## src/design/assert_macros.svh

```systemverilog
// Concurrent assertion helpers, clocked on clk, quiet during reset.
`ifndef ASSERT_MACROS_SVH
`define ASSERT_MACROS_SVH

`define ASSERT_CLK(lbl, prop, msg) \
  lbl: assert property (@(posedge clk) disable iff (!rst_n) prop) else $error(msg);

`define ASSERT_NEVER(lbl, expr, msg) \
  lbl: assert property (@(posedge clk) disable iff (!rst_n) !(expr)) else $error(msg);

`endif

```

## src/design/trtl_pkg.sv

```systemverilog
`default_nettype none
package trtl_pkg;

  localparam int TableDepth    = 16;
  localparam int NumInterfaces = 16;
  localparam logic [31:0] LfsrTaps = 32'h8020_0003;

  typedef enum logic [2:0] {
    CMD_LOOKUP  = 3'd0,
    CMD_ADD_HST = 3'd1,
    CMD_ADD_NET = 3'd2,
    CMD_ADD_EXT = 3'd3,
    CMD_REMOVE  = 3'd4
  } trtl_cmd_e;

  typedef enum logic [1:0] {
    ST_OK    = 2'd0,
    ST_NORTE = 2'd1,
    ST_FULL  = 2'd2,
    ST_RANGE = 2'd3
  } trtl_status_e;

  typedef enum logic [1:0] {
    TIER_HST = 2'd0,
    TIER_NET = 2'd1,
    TIER_EXT = 2'd2
  } trtl_tier_e;

  typedef enum logic [2:0] {
    S_IDLE = 3'd0,
    S_EXEC = 3'd1,
    S_HIT  = 3'd2,
    S_MOD  = 3'd3,
    S_SEL  = 3'd4,
    S_DONE = 3'd5
  } trtl_state_e;

  typedef struct packed {
    logic [2:0]  command;
    logic [31:0] addr;
    logic [31:0] mask;
    logic [31:0] gateway;
    logic [3:0]  interface_req;
    logic [4:0]  oif_filter;
    logic [5:0]  entry_index;
  } trtl_in_t;

  typedef struct packed {
    logic [1:0]  status;
    logic [31:0] route_dest;
    logic [31:0] route_gateway;
    logic [3:0]  route_interface;
    logic [5:0]  route_count;
  } trtl_out_t;

  typedef struct packed {
    logic [31:0] addr;
    logic [31:0] mask;
    logic [31:0] gw;
    logic [3:0]  ifc;
  } trtl_entry_t;

  typedef struct packed {
    logic add;
    logic rem;
  } trtl_tctl_t;

endpackage
`default_nettype wire

```

## src/design/trtl_cell.sv

```systemverilog
`default_nettype none
module trtl_cell import trtl_pkg::*; #(
  parameter bit EXACT = 1'b0
) (
  input  wire logic        clk,
  input  wire logic        load,
  input  wire logic        shift,
  input  wire trtl_entry_t new_e,
  input  wire trtl_entry_t nb_e,
  input  wire logic [31:0] dst,
  input  wire logic [4:0]  filt,
  output trtl_entry_t      ent,
  output logic             hit
);

  trtl_entry_t ent_r, ent_nxt;
  logic        match;

  always_comb begin
    ent_nxt = ent_r;
    if (load) begin
      ent_nxt = new_e;
    end else if (shift) begin
      ent_nxt = nb_e;
    end
  end

  always_ff @(posedge clk) begin
    ent_r <= ent_nxt;
  end

  always_comb begin
    if (EXACT) begin
      match = (ent_r.addr == dst);
    end else begin
      match = ((dst & ent_r.mask) == (ent_r.addr & ent_r.mask));
    end
    hit = match;
    if ((32'(filt) < 32'(NumInterfaces)) && (ent_r.ifc != filt[3:0])) begin
      hit = 1'b0;
    end
  end

  assign ent = ent_r;

endmodule
`default_nettype wire

```

## src/design/trtl_tier.sv

```systemverilog
`default_nettype none
module trtl_tier import trtl_pkg::*; #(
  parameter int TABLE_DEPTH = TableDepth,
  parameter bit EXACT       = 1'b0,
  localparam int IDXW = $clog2(TABLE_DEPTH),
  localparam int CNTW = $clog2(TABLE_DEPTH + 1)
) (
  input  wire logic                   clk,
  input  wire logic                   rst_n,
  input  wire trtl_tctl_t             ctl,
  input  wire logic [IDXW-1:0]        rem_idx,
  input  wire trtl_entry_t            new_e,
  input  wire logic [31:0]            dst,
  input  wire logic [4:0]             filt,
  input  wire logic [IDXW-1:0]        rd_idx,
  output logic [CNTW-1:0]             count,
  output logic [TABLE_DEPTH-1:0]      hits,
  output trtl_entry_t                 rd_e
);

  logic [CNTW-1:0]  cnt_r, cnt_nxt;
  trtl_entry_t      ents [TABLE_DEPTH];
  logic [TABLE_DEPTH-1:0] raw;

  for (genvar j = 0; j < TABLE_DEPTH; j++) begin : g_cell
    trtl_entry_t nb;
    logic        ld, sh;
    if (j == TABLE_DEPTH - 1) begin : g_last
      assign nb = ents[j];
      assign sh = 1'b0;
    end else begin : g_mid
      assign nb = ents[j+1];
      assign sh = ctl.rem && (IDXW'(j) >= rem_idx);
    end
    assign ld = ctl.add && (cnt_r == CNTW'(j));
    trtl_cell #(.EXACT(EXACT)) u_cell (
      .clk   (clk),
      .load  (ld),
      .shift (sh),
      .new_e (new_e),
      .nb_e  (nb),
      .dst   (dst),
      .filt  (filt),
      .ent   (ents[j]),
      .hit   (raw[j])
    );
    assign hits[j] = raw[j] && (CNTW'(j) < cnt_r);
  end

  always_comb begin
    cnt_nxt = cnt_r;
    if (ctl.add) begin
      cnt_nxt = cnt_r + CNTW'(1);
    end else if (ctl.rem) begin
      cnt_nxt = cnt_r - CNTW'(1);
    end
  end

  always_ff @(posedge clk) begin
    if (!rst_n) begin
      cnt_r <= '0;
    end else begin
      cnt_r <= cnt_nxt;
    end
  end

  assign count = cnt_r;
  assign rd_e  = ents[rd_idx];

endmodule
`default_nettype wire

```

## config.mk

```make
export PLATFORM = sky130hd
export DESIGN_NAME = trtl_tier
export DESIGN_NICKNAME = d
export VERILOG_FILES = /design/src/design/assert_macros.svh /design/src/design/trtl_pkg.sv /design/src/design/trtl_cell.sv /design/src/design/trtl_tier.sv
export SDC_FILE = /design/constraint.sdc
export NUM_CORES = 2
export LEC_CHECK = 0
export BUFFER_PORTS_ARGS = -buffer_cell sky130_fd_sc_hd__buf_2
export CAP_MARGIN = 20
export CORE_ASPECT_RATIO = 2
export CORE_MARGIN = 8
export CORE_UTILIZATION = 35
export DETAILED_ROUTE_END_ITERATION = 10
export MAX_ROUTING_LAYER = met4
export SLEW_MARGIN = 20
export SYNTH_ARGS = -nofsm -noshare
export SYNTH_HDL_FRONTEND = slang
export SYNTH_SLANG_ARGS = --single-unit
```

## constraint.sdc

```tcl
create_clock -name clk -period 12.8 [get_ports clk]
set_input_delay 1.28 -clock clk [delete_from_list [all_inputs] [get_ports clk]]
set_output_delay 1.28 -clock clk [all_outputs]
set_load 0.005 [all_outputs]
```

==> impl_table.tex <==
\begin{tabular}{lr}
\hline
Metric & Value \\
\hline
\multicolumn{2}{l}{\textbf{Drt}} \\
Detailed-router iteration count before antenna repair & 7 \\
Iteration-0 DRC count of the detailed router & roughly 8200 \\
Vias per cell & $\sim$6.4 \\
Top Metal Used & met4 \\
Post-detailed-routing wire length & 421000 um \\
Via count of the routed design & 56000 \\
Post-detailed-route count of antenna-violating nets & 0 \\
Wire length on met1 & 134000 um \\
Detailed route wirelength on metal2 & 196000 um \\
DR WL met3 & roughly 38000 um \\
Wirelength per Cell & 48.5 um \\
Number of remaining DRC errors & 0 \\
\multicolumn{2}{l}{\textbf{Power and ir drop}} \\
Power density over the cells & 137 nW/um\^{}2 \\
PnR Total Power & 13.3 mW \\
Static Leakage & 31.9 nW \\
Max IR drop VDD & 114 uV \\
\multicolumn{2}{l}{\textbf{STA}} \\
Final hold violation count & 0 \\
Maximum clock rate & 159 MHz \\
Slew @ Worst Pin & 1.70 ns \\
Normalized max-slew margin & -13.4\% \\
Share of the cycle needed by the critical path after routing & about half \\
Total negative setup slack & 0 ns \\
Final-report max-slew violation count & 3 \\
Final worst clock skew & 0.0329 ns \\
Min Tclk post-route & 6.30 ns \\
Number of endpoints failing setup at the final stage & 0 \\
Setup repair after global routing missed its margin & false \\
\multicolumn{2}{l}{\textbf{Setup path}} \\
Critical path buffers and inverters & 4 \\
Cell type of the slowest stage on the worst timing path & buf\_4 \\
Critical path cell sequence & buf\_8 -> buf\_4 -> buf\_12 -> mux4\_2 -> mux4\_2 -> buf\_2 \\
Cell repeated most along the worst path & mux4\_2 \\
Type of the worst setup path & primary input to output port \\
Critical Path Source & rd\_idx[0] \\
Reg-to-reg startpoint & count[0] \\
Number of cells on the critical path & 6 \\
Arrival time of the worst setup path & 5.02 ns \\
Startpoint type of the worst setup path & primary input \\
Critical-path maximum fanout & 102 \\
Critical Path End Type & output port \\
Required arrival time at the worst endpoint & 11.52 ns \\
Biggest cell delay along the critical path & 0.84 ns \\
Kind of cell adding the most delay to the critical path & buffers and inverters \\
R2R depth & 7 \\
\multicolumn{2}{l}{\textbf{Cells and area}} \\
Fraction of layout instances using a drive strength above 1 & 51.1\% \\
Net total in the final layout & 5362 \\
Multi-input gate area in the final layout & roughly 37000 sq um \\
Number of fill cells & 23000 \\
Synthesis-to-finish area growth & 11.6\% \\
Seq. cell area & 48100 sq um \\
\multicolumn{2}{l}{\textbf{Yosys}} \\
Fraction of post-synthesis cell area in the top cell type by area & $\sim$55\% \\
Synthesized flop and latch total & 1605 \\
Cell with the most instances after synthesis & edfxtp\_1 \\
Async SR Flop Fraction & 0\% \\
Avg Cell Area, Syn & between 15 and 20 sq um \\
Net count of the mapped netlist & $\sim$5200 \\
Yosys synthesis warning count & 0 \\
Register area share after synthesis & 55.3\% \\
Most numerous cell types in the synthesized netlist & edfxtp\_1, mux2\_2, xor2\_1 \\
Number of distinct library cells after synthesis & 44 \\
Area contributors post-synth & edfxtp\_1, mux2\_2, mux4\_2 \\
Number of enable-type register cells in the synthesized netlist & 1600 \\
Post-synth design cell area & 87100 sq um \\
Synthesized instance count & 5091 \\
Dominant register cell in the synthesized netlist & edfxtp\_1 \\
Leading area contributor after synthesis & edfxtp\_1 \\
\multicolumn{2}{l}{\textbf{Clocking}} \\
Post CTS Setup Buffer Count & 0 \\
Clock tree from TritonCTS & done \\
Largest buffer count on any clock path & 4 \\
Clock network latency to the later pin of the worst-skew pair & $\sim$0.88 ns \\
Root buf cell & clkbuf\_16 \\
Clock transition time at the flip-flop clock pins of the worst setup and hold paths & 0.07 ns \\
Hold bufs inserted after CTS & 0 \\
Cts bufs inserted & around 150 \\
Clock sink count & 1605 \\
Number of H-tree levels & 4 \\
Post-cts resize count & 0 \\
\multicolumn{2}{l}{\textbf{Floorplan}} \\
I/O pins & 270 \\
Placeable core region & 248000 sq um \\
Effective utilization at floorplan & around a third \\
Die height & 722 um \\
Area enclosed by the die boundary & 266000 sq um \\
Die Span X & 369 um \\
Number of placement rows & 259 \\
\multicolumn{2}{l}{\textbf{Placed design}} \\
Count of buffers inserted at the top-level ports & 269 \\
GPL Wtd Cong & 1.21 \\
Post-detailed-placement half-perimeter wirelength & slightly below 300000 um \\
\multicolumn{2}{l}{\textbf{Global routing}} \\
Grt ovf & 0 \\
Number of global-route vias before repair & 54900 \\
Antenna violations before repair & approximately 130 \\
GR Util All Layers & 31.9\% \\
Wire length of the first global-routing pass & 554000 um \\
Pin count of the biggest net entering global routing & about 130 \\
\multicolumn{2}{l}{\textbf{Outcome}} \\
Result of the run & finished, violations left \\
Violated checks & max-capacitance violations, max-slew violations \\
\multicolumn{2}{l}{\textbf{Worst hold path}} \\
Worst Min Path Start & g\_cell[8].u\_cell.ent[21] \\
Class of the worst hold path & flop to flop \\
Hold Crit Depth & 1 \\
\multicolumn{2}{l}{\textbf{Run}} \\
Count of maximum capacitance violations & 1 \\
\hline
\end{tabular}
==> routing by layer <==
metal,track usage [%],vias to the layer above
li1,-,20900
met1,33.1,29900
met2,49.5,3956
met3,8.00,1261
met4,29.3,0
met5,-,-
==> kinds of logic (layout without fill, tap and decap cells) <==
group / after synthesis / after routing / share of synthesized area, %
xor gates and xnor gates: 578 / 578 / 5.81
DFF: 1605 / 1605 / 55.3
other: 0 / 105 / 0
adders and majority gates: 5 / 5 / 0.0718
and+or+nand+nor: 141 / 141 / 0.847
AOI/OAI and AO/OA: 297 / 297 / 2.80
buffers and inverters: 465 / 691 / 2.89
muxes: 2000 / 2000 / 32.3
==> report_power, final <==
part	internal, mW	total [mW]	switching, mW
clock network	2.57	4.74	2.17
logic	0.753	2.14	1.39
registers	6.15	6.45	0.296
==> path summary, 6_finish.rpt <==
check                               to  slack (ns)
min           g_cell[7].u_cell.ent[21]        0.57
min reg2reg   g_cell[7].u_cell.ent[21]        0.57
max reg2reg  g_cell[13].u_cell.ent[31]        7.67
max                           rd_e[51]        6.50
==> state kept, by name (all words and copies together), names as in the netlist <==
| register | flops |
|---|---|
| g_cell.u_cell.ent | 1600 |
| count | 5 |
==> layout make-up <==
class                           count  area share (%)
Antenna cell                      105           0.270
Clock buffer                      184            4.15
Clock inverter                     81           0.811
Inverter                            5          0.0193
Multi-Input combinational cell   3021            38.2
Sequential cell                  1605            49.5
Tap cell                         3262            4.20
Timing Repair Buffer              421            2.78
==> placed cells by master, fill, tap and decap left out, types with 22 or more instances in the layout <==
cell type,netlist,final
a221oi_1,83,79
clkinv_2,0,25
diode_2,0,105
mux4_2,500,500
buf_4,71,129
edfxtp_1,1600,1600
clkbuf_16,0,157
clkinv_1,0,33
nand3_1,31,28
a22oi_1,65,63
mux2_2,1500,1500
xor2_1,577,540
clkbuf_1,196,27
xor2_2,0,36
a22o_1,80,80
nand2_1,26,22
buf_2,129,266
==> per-stage QoR <==
step	hold slack [ns]	std cells	instance area (sq um)	util, %	worst slack (ns)
2_1_floorplan	0.544	5091	87100	-	2.65
3_3_place_gp	0.550	8297	91600	36.9	6.45
3_5_place_dp	0.557	8298	91700	36.9	6.43
4_1_cts	0.564	8563	96500	38.9	6.40
5_1_grt	0.581	8667	97200	39.1	6.27
6_report	0.567	8684	97200	39.2	6.50
(Power assumes the default switching activity.)
