<file path="config.mk">
export PLATFORM = sky130hd
export DESIGN_NAME = trtl_mod
export DESIGN_NICKNAME = d
export VERILOG_FILES = /design/src/design/trtl_pkg.sv /design/src/design/trtl_mod.sv
export VERILOG_INCLUDE_DIRS = /design/src /design/src/design
export SDC_FILE = /design/constraint.sdc
export NUM_CORES = 1
export LEC_CHECK = 0
export BUFFER_PORTS_ARGS = -buffer_cell sky130_fd_sc_hd__buf_2
export CAP_MARGIN = 20
export CORE_MARGIN = 4
export CORE_UTILIZATION = 50
export DETAILED_ROUTE_END_ITERATION = 10
export GPL_TIMING_DRIVEN = 0
export MAX_ROUTING_LAYER = met4
export PLACE_DENSITY = 0.74
export REMOVE_ABC_BUFFERS = 1
export SLEW_MARGIN = 5
export SYNTH_ARGS = -nofsm -noshare
export SYNTH_HDL_FRONTEND = slang
export SYNTH_SLANG_ARGS = --single-unit
</file>
<file path="constraint.sdc">
create_clock -name clk -period 4.4 [get_ports clk]
set_input_delay 0.66 -clock clk [delete_from_list [all_inputs] [get_ports clk]]
set_output_delay 0.66 -clock clk [all_outputs]
set_load 0.05 [all_outputs]
</file>
<file path="src/design/assert_macros.svh">
// Concurrent assertion helpers, clocked on clk, quiet during reset.
`ifndef ASSERT_MACROS_SVH
`define ASSERT_MACROS_SVH

`define ASSERT_CLK(lbl, prop, msg) \
  lbl: assert property (@(posedge clk) disable iff (!rst_n) prop) else $error(msg);

`define ASSERT_NEVER(lbl, expr, msg) \
  lbl: assert property (@(posedge clk) disable iff (!rst_n) !(expr)) else $error(msg);

`endif

</file>
<file path="src/design/trtl_pkg.sv">
`default_nettype none
package trtl_pkg;

  localparam int TableDepth    = 16;
  localparam int NumInterfaces = 16;
  localparam logic [31:0] LfsrTaps = 32'h8020_0003;

  typedef enum logic [2:0] {
    CMD_LOOKUP  = 3'd0,
    CMD_ADD_HST = 3'd1,
    CMD_ADD_NET = 3'd2,
    CMD_ADD_EXT = 3'd3,
    CMD_REMOVE  = 3'd4
  } trtl_cmd_e;

  typedef enum logic [1:0] {
    ST_OK    = 2'd0,
    ST_NORTE = 2'd1,
    ST_FULL  = 2'd2,
    ST_RANGE = 2'd3
  } trtl_status_e;

  typedef enum logic [1:0] {
    TIER_HST = 2'd0,
    TIER_NET = 2'd1,
    TIER_EXT = 2'd2
  } trtl_tier_e;

  typedef enum logic [2:0] {
    S_IDLE = 3'd0,
    S_EXEC = 3'd1,
    S_HIT  = 3'd2,
    S_MOD  = 3'd3,
    S_SEL  = 3'd4,
    S_DONE = 3'd5
  } trtl_state_e;

  typedef struct packed {
    logic [2:0]  command;
    logic [31:0] addr;
    logic [31:0] mask;
    logic [31:0] gateway;
    logic [3:0]  interface_req;
    logic [4:0]  oif_filter;
    logic [5:0]  entry_index;
  } trtl_in_t;

  typedef struct packed {
    logic [1:0]  status;
    logic [31:0] route_dest;
    logic [31:0] route_gateway;
    logic [3:0]  route_interface;
    logic [5:0]  route_count;
  } trtl_out_t;

  typedef struct packed {
    logic [31:0] addr;
    logic [31:0] mask;
    logic [31:0] gw;
    logic [3:0]  ifc;
  } trtl_entry_t;

  typedef struct packed {
    logic add;
    logic rem;
  } trtl_tctl_t;

endpackage
`default_nettype wire

</file>
<file path="src/design/trtl_mod.sv">
`default_nettype none
`include "assert_macros.svh"
module trtl_mod import trtl_pkg::*; #(
  parameter int DW = 5
) (
  input  wire logic          clk,
  input  wire logic          rst_n,
  input  wire logic          start,
  input  wire logic [31:0]   num,
  input  wire logic [DW-1:0] den,
  output logic               done,
  output logic [DW-1:0]      rem
);

  logic          busy_r, busy_nxt;
  logic          done_r, done_nxt;
  logic [5:0]    step_r, step_nxt;
  logic [31:0]   num_r, num_nxt;
  logic [DW-1:0] den_r, den_nxt;
  logic [DW-1:0] rem_r, rem_nxt;
  logic [DW:0]   trial;

  always_comb begin
    busy_nxt = busy_r;
    done_nxt = 1'b0;
    step_nxt = step_r;
    num_nxt  = num_r;
    den_nxt  = den_r;
    rem_nxt  = rem_r;
    trial    = {rem_r, num_r[31]};
    if (start) begin
      busy_nxt = 1'b1;
      step_nxt = 6'd32;
      num_nxt  = num;
      den_nxt  = den;
      rem_nxt  = '0;
    end else if (busy_r) begin
      if (trial >= {1'b0, den_r}) begin
        trial = trial - {1'b0, den_r};
      end
      rem_nxt  = trial[DW-1:0];
      num_nxt  = {num_r[30:0], 1'b0};
      step_nxt = step_r - 6'd1;
      if (step_r == 6'd1) begin
        busy_nxt = 1'b0;
        done_nxt = 1'b1;
      end
    end
  end

  always_ff @(posedge clk) begin
    if (!rst_n) begin
      busy_r <= 1'b0;
      done_r <= 1'b0;
      step_r <= '0;
    end else begin
      busy_r <= busy_nxt;
      done_r <= done_nxt;
      step_r <= step_nxt;
    end
  end

  always_ff @(posedge clk) begin
    num_r <= num_nxt;
    den_r <= den_nxt;
    rem_r <= rem_nxt;
  end

  assign done = done_r;
  assign rem  = rem_r;

  `ASSERT_CLK(a_rem_below_den, done_r |-> (rem_r < den_r), "remainder not below divisor")
  `ASSERT_CLK(a_done_after_busy, done_r |-> $past(busy_r), "done without busy")

endmodule
`default_nettype wire

</file>
==> impl_metrics.json, run 1 <==
{
  "io_pins": 46,
  "p_switching_mw": 0.234,
  "max_freq_ghz": 0.430,
  "synthTopCellsByCount": "37 x edfxtp_1, 31 x mux2_2, 13 x dfxtp_1, 10 x inv_1, 8 x nor2_1",
  "antenna_found_initial": 0,
  "postCtsHoldBufs": 0,
  "p_seq_share_pct": 58.8,
  "global_route.overflow_total": 0,
  "worst_slack_ns": 2.07,
  "synth_top_area_share_pct": 49.4,
  "grt_pass1_wl_mm": 6.04,
  "synthCells": 155,
  "final_antenna_net_count": 0,
  "die_y_um": 75.1,
  "worst_slew_pin_slew_ns": 0.861,
  "slew_headroom_pct": 42.6,
  "hold_class": "flop to flop",
  "cts_sinks": 50,
  "clockBufferDepth": 2,
  "powerDensity_mw_per_mm2": 374,
  "cts_buffers": 5,
  "slew_viol_final": 0,
  "cts-root-buf": "clkbuf_8",
  "skew_ns": 0.00444,
  "synth_top_cell_by_area": "edfxtp_1",
  "sw_frac_of_total_pct": 23.9,
  "avgSynthCellArea_um2": 14.5,
  "start_util_pct": 51.7,
  "cts_resized": 0,
  "p_comb_share_pct": 16.4,
  "rsz0062_at_grt": "no",
  "clk_latency_ns": 0.29,
  "die_w_um": 75.1,
  "path_class": "input port to flop",
  "yosysWarnings": 0,
  "status": "finished, final reports clean",
  "grt_pass1_vias": 1412,
  "drc": 0,
  "diodes": 0,
  "viasPerCell": 5.17,
  "h-tree-depth": 2,
  "drive_above_1_share_pct": 43.1,
  "num_rows": 24,
  "synth_area_mm2": 0.00225,
  "grt_usage_pct": 14.6,
  "initialDrtViolationCount": 73,
  "fin_crit_sh_pct": 52.9,
  "crit_arrival_ns": 2.34,
  "critical_path_required_ns": 4.41,
  "area.growth.synth_to_final_pct": 16.6,
  "dieArea_mm2": 0.00564,
  "synth_edf_count": 37,
  "cts_tree": "yes",
  "vias": 1323,
  "pre_cts_ws_ns": 1.71,
  "ys_ff_latch": 50,
  "synthTopCellsByArea": "edfxtp_1 49%, mux2_2 16%, dfxtp_1 12%, ha_1 3.9%, xor2_1 1.9%",
  "critPathMaxFanout": 43,
  "core-area_mm2": 0.00435,
  "clk_pin_slew_ns": 0.08,
  "dr.pass1.iters": 4,
  "hold_slack_ns": 0.511,
  "routedWlPerCell_um": 13.9,
  "p_leak_nw": 1.09,
  "irDropWorstVdd_mv": 0.200,
  "grt_start_max_net_pins": 44,
  "clock_power_share_pct": 24.9,
  "finalCriticalPeriod_ns": 2.33,
  "cts_setup_buffers": 0,
  "start_kind": "input port",
  "wl_mm": 3.55,
  "place_congestion": 0.828,
  "end_kind": "flop",
  "maxCapViolCount": 0,
  "nNetsFinal": 251,
  "place.port_buffers": 45,
  "synthArstFlopShare_pct": 0,
  "synth_most_common_cell": "edfxtp_1",
  "hold_viol": 0,
  "setup_viol": 0,
  "ys.flop_type": "edfxtp_1",
  "dp_hpwl_mm": 2.67,
  "yosys.cell_types.count": 36,
  "internal-power_mw": 0.746,
  "synth-seq-area-share_pct": 60.9,
  "setup-tns-final_ns": 0
}
==> critical path: stages <==
cell	delay, ns
buf_2	0.65
nor2_1	0.24
inv_1	0.53
buf_16	0.24
==> logic make-up after synthesis <==
| group | Yosys count | synth area share, % |
|---|---|---|
| AOI/OAI and AO/OA | 15 | 5.73 |
| xor gates and xnor gates | 8 | 3.11 |
| adders and majority gates | 8 | 4.78 |
| buffers and inverters | 15 | 2.83 |
| DFF | 50 | 60.9 |
| muxes | 33 | 16.4 |
| and+or+nand+nor | 26 | 6.23 |
==> worst paths after layout <==
kind,from,endpoint,slack [ns],depth (start not counted)
min,step_r[1],step_r[1],0.51,2
max reg2reg,num_r[31],rem[1],2.14,8
min reg2reg,step_r[1],step_r[1],0.51,2
max,start,num_r[11],2.07,4
==> stage by stage <==
step                total power, mW  instance area, um2  util [%]  std cells
global placement              0.737                2510      57.8        247
global route                   1.04                2620      60.3        256
finish                        0.981                2620      60.3        256
CTS                           0.999                2620      60.3        256
detailed placement            0.750                2540      58.4        248
floorplan                     0.695                2220         -        150
==> power by group through the flow <==
stage,clock network (mW),registers (mW),logic (mW)
2_1_floorplan,0,0.595,0.100
3_3_place_gp,0,0.586,0.151
3_5_place_dp,0,0.587,0.162
4_1_cts,0.259,0.577,0.163
5_1_grt,0.279,0.582,0.178
6_report,0.244,0.576,0.161
==> per-layer routing <==
metal | global-route usage [%] | routed length (um)
met5 | - | 0
met4 | 5.73 | 36
met3 | 3.87 | 200
met2 | 23.3 | 1800
met1 | 17.6 | 1520
==> sequential cells by signal, indices dropped and copies added, names as in the netlist <==
| name | count |
|---|---|
| num_r | 32 |
| step_r | 6 |
| den_r | 5 |
| rem | 5 |
| busy_r | 1 |
| done | 1 |
==> final cells by class <==
type | instances | area, um2
Clock inverter | 2 | 8.76
Multi-Input combinational cell | 90 | 816
Fill cell | 348 | 1730
Timing Repair Buffer | 46 | 253
Clock buffer | 6 | 72.6
Sequential cell | 50 | 1370
Inverter | 10 | 37.5
Tap cell | 52 | 65.1
==> cell usage in the layout (no fill, tap or decap), drive strengths merged <==
master | synthesis | routed
nor2 | 8 | 8
nor4 | 1 | 1
mux2 | 31 | 31
a22o | 1 | 1
buf | 4 | 46
clkinv | 0 | 2
a221oi | 1 | 1
ha | 7 | 7
and3 | 1 | 1
o21a | 1 | 1
inv | 10 | 10
nand3b | 1 | 1
nand2b | 2 | 2
xnor2 | 3 | 3
o21ai | 2 | 2
clkbuf | 1 | 6
a211oi | 2 | 2
or2 | 1 | 1
mux2i | 2 | 2
xor2 | 5 | 5
nand2 | 5 | 5
a32oi | 2 | 2
and2 | 1 | 1
o211ai | 1 | 1
nand3 | 1 | 1
dfxtp | 13 | 13
a21oi | 2 | 2
fa | 1 | 1
edfxtp | 37 | 37
nor2b | 1 | 1
a21o | 2 | 2
or4b | 1 | 1
a31oi | 1 | 1
nor3 | 3 | 3
No activity file was read; power rests on OpenSTA's default activity.
==> run 2, diff against run 1 <==
Settings changed: CORE_UTILIZATION 50 to 49, PLACE_DENSITY 0.74 to 0.75.
Clock period 4.4 ns to 1.9 ns, I/O delays scaled along.
==> run 2 against run 1 <==
Effect of this change:
- the run now ends with setup timing left
- hold slack worse by 0.35 ns
- sequential power is 130% higher
- largest power group unchanged
- global-route usage up 0.22 points
- largest cell class unchanged
- critical endpoint is now rem[1]
- via count grew 1.7%
- total power increased by 140%
- first-iteration DRC count down 16%
==> impl_metrics.json, run 2 (synthesized netlist as in run 1, its figures left out) <==
{
  "max_freq_ghz": 0.501,
  "skew_ns": 0.00981,
  "p_comb_share_pct": 17.4,
  "hold_class": "input port to flop",
  "status": "finished with violations",
  "slew_viol_final": 0,
  "cts_buffers": 5,
  "clock_power_share_pct": 25.4,
  "violations": "setup timing",
  "worst_slew_pin_slew_ns": 0.576,
  "clk_pin_slew_ns": 0.08,
  "critical_path_required_ns": 2.07,
  "num_rows": 24,
  "io_pins": 46,
  "start_util_pct": 51.0,
  "initialDrtViolationCount": 61,
  "cts_tree": "yes",
  "routedWlPerCell_um": 14.6,
  "hold_depth": 1,
  "crit_arrival_ns": 2.16,
  "rsz0062_at_grt": "yes",
  "min_from": "den[0]",
  "clk_latency_ns": 0.29,
  "place.port_buffers": 45,
  "pre_cts_ws_ns": -0.397,
  "antenna_found_initial": 0,
  "start_kind": "flop",
  "diodes": 0,
  "drc": 0,
  "regMostFlops": "num_r",
  "wl_mm": 3.80,
  "irDropWorstVdd_mv": 0.557,
  "dieArea_mm2": 0.00574,
  "end_kind": "flop",
  "viasPerCell": 5.17,
  "sw_frac_of_total_pct": 24.0,
  "grt_pass1_wl_mm": 6.09,
  "p_switching_mw": 0.560,
  "final_common_cell": "buf_2",
  "area.growth.synth_to_final_pct": 19.0,
  "vias": 1345,
  "p_seq_share_pct": 57.2,
  "final_antenna_net_count": 0,
  "die_w_um": 75.8,
  "dr.pass1.iters": 4,
  "die_y_um": 75.8,
  "rrSetupSlack_ns": -0.09,
  "powerDensity_mw_per_mm2": 873,
  "critPathMaxFanout": 6,
  "largest_registers": "num_r x32, step_r x6",
  "whs_endpoint": "den_r[0]",
  "fin_util_pct": 60.7,
  "h-tree-depth": 2,
  "p_leak_nw": 1.10,
  "maxCapViolCount": 0,
  "grt_pass1_vias": 1350,
  "clockBufferDepth": 2,
  "slew_headroom_pct": 61.5,
  "final_cell_mix": "44 x buf_2, 37 x edfxtp_1, 31 x mux2_2, 13 x dfxtp_1",
  "fin_crit_sh_pct": 105,
  "internal-power_mw": 1.78,
  "finalCriticalPeriod_ns": 1.99,
  "largest_reg_flops": 32,
  "cts_sinks": 50,
  "core-area_mm2": 0.00441,
  "worst_slack_ns": -0.0946,
  "timing.rr.start": "num_r[31]",
  "hold_viol": 0,
  "grt_start_max_net_pins": 44,
  "fill_cells": 363,
  "reg2reg_to": "rem[1]",
  "nNetsFinal": 255,
  "grt_usage_pct": 14.8,
  "place_congestion": 0.788,
  "path_class": "flop to flop",
  "rr_worst_depth": 9,
  "setup_viol": 4,
  "dp_hpwl_mm": 2.76,
  "drive_above_1_share_pct": 46.2,
  "cts-root-buf": "clkbuf_8",
  "global_route.overflow_total": 0
}
==> run 2: what timing repair did <==
item	in CTS	in global routing
hold buffers	0	0
cloned	0	0
pin swaps	6	3
setup endpoints to repair	26	5
gates resized for setup	5	3
setup buffers	3	1
==> run 2: final cells by class <==
cell class              count  area (um2)  share of cell area, %
multi-input cells          90         831                   31.0
well taps                  52        65.1                   2.43
repair buffers             50         289                   10.8
inverters                  10        37.5                   1.40
clock buffers               8        83.8                   3.13
flip-flops and latches     50        1370                   51.2
==> run 2: worst max-delay path by stage <==
stage / to / cells after the start / slack, ns / start
2_1_floorplan: rem[1] / 5 / -0.17 / rem[0]
3_3_place_gp: num_r[29] / 3 / -0.61 / start
3_5_place_dp: num_r[20] / 4 / -0.40 / start
4_1_cts: rem[1] / 9 / -0.17 / num_r[31]
5_1_grt: rem[1] / 9 / -0.19 / num_r[31]
6_report: rem[1] / 9 / -0.09 / num_r[31]
==> run 2: through the flow <==
stage               cells  hold WS (ns)  area (um2)  total power [mW]  setup TNS (ns)
finish                260         0.162        2680              2.34          -0.172
global route          260         0.137        2680              2.47          -0.634
CTS                   259         0.153        2660              2.36          -0.458
detailed placement    248         0.464        2540              1.74          -11.87
global placement      247         0.465        2510              1.71          -20.46
floorplan             150         0.350        2220              1.61          -0.429
==> run 2: worst max-delay path, cell delays in order, from the launching register on <==
cell      delay [ns]
edfxtp_1        0.39
inv_2           0.09
ha_4            0.13
inv_2           0.03
fa_2            0.33
a21o_1          0.18
a221oi_4        0.27
buf_6           0.16
mux2i_1         0.20
a211oi_2        0.08
==> run 2: power groups by stage <==
stage	logic [mW]	clock network (mW)	registers (mW)
after floorplan	0.232	0	1.38
after global routing	0.446	0.673	1.35
after detailed placement	0.377	0	1.36
after CTS	0.399	0.623	1.34
after global placement	0.355	0	1.36
final	0.407	0.593	1.34
==> run 2: routing by layer <==
layer / global-route usage, % / wire (um) / vias up
met5: - / 0 / -
met4: 4.66 / 55 / 0
met3: 4.75 / 206 / 4
met2: 23.6 / 1930 / 32
met1: 17.9 / 1620 / 639
li1: - / - / 670
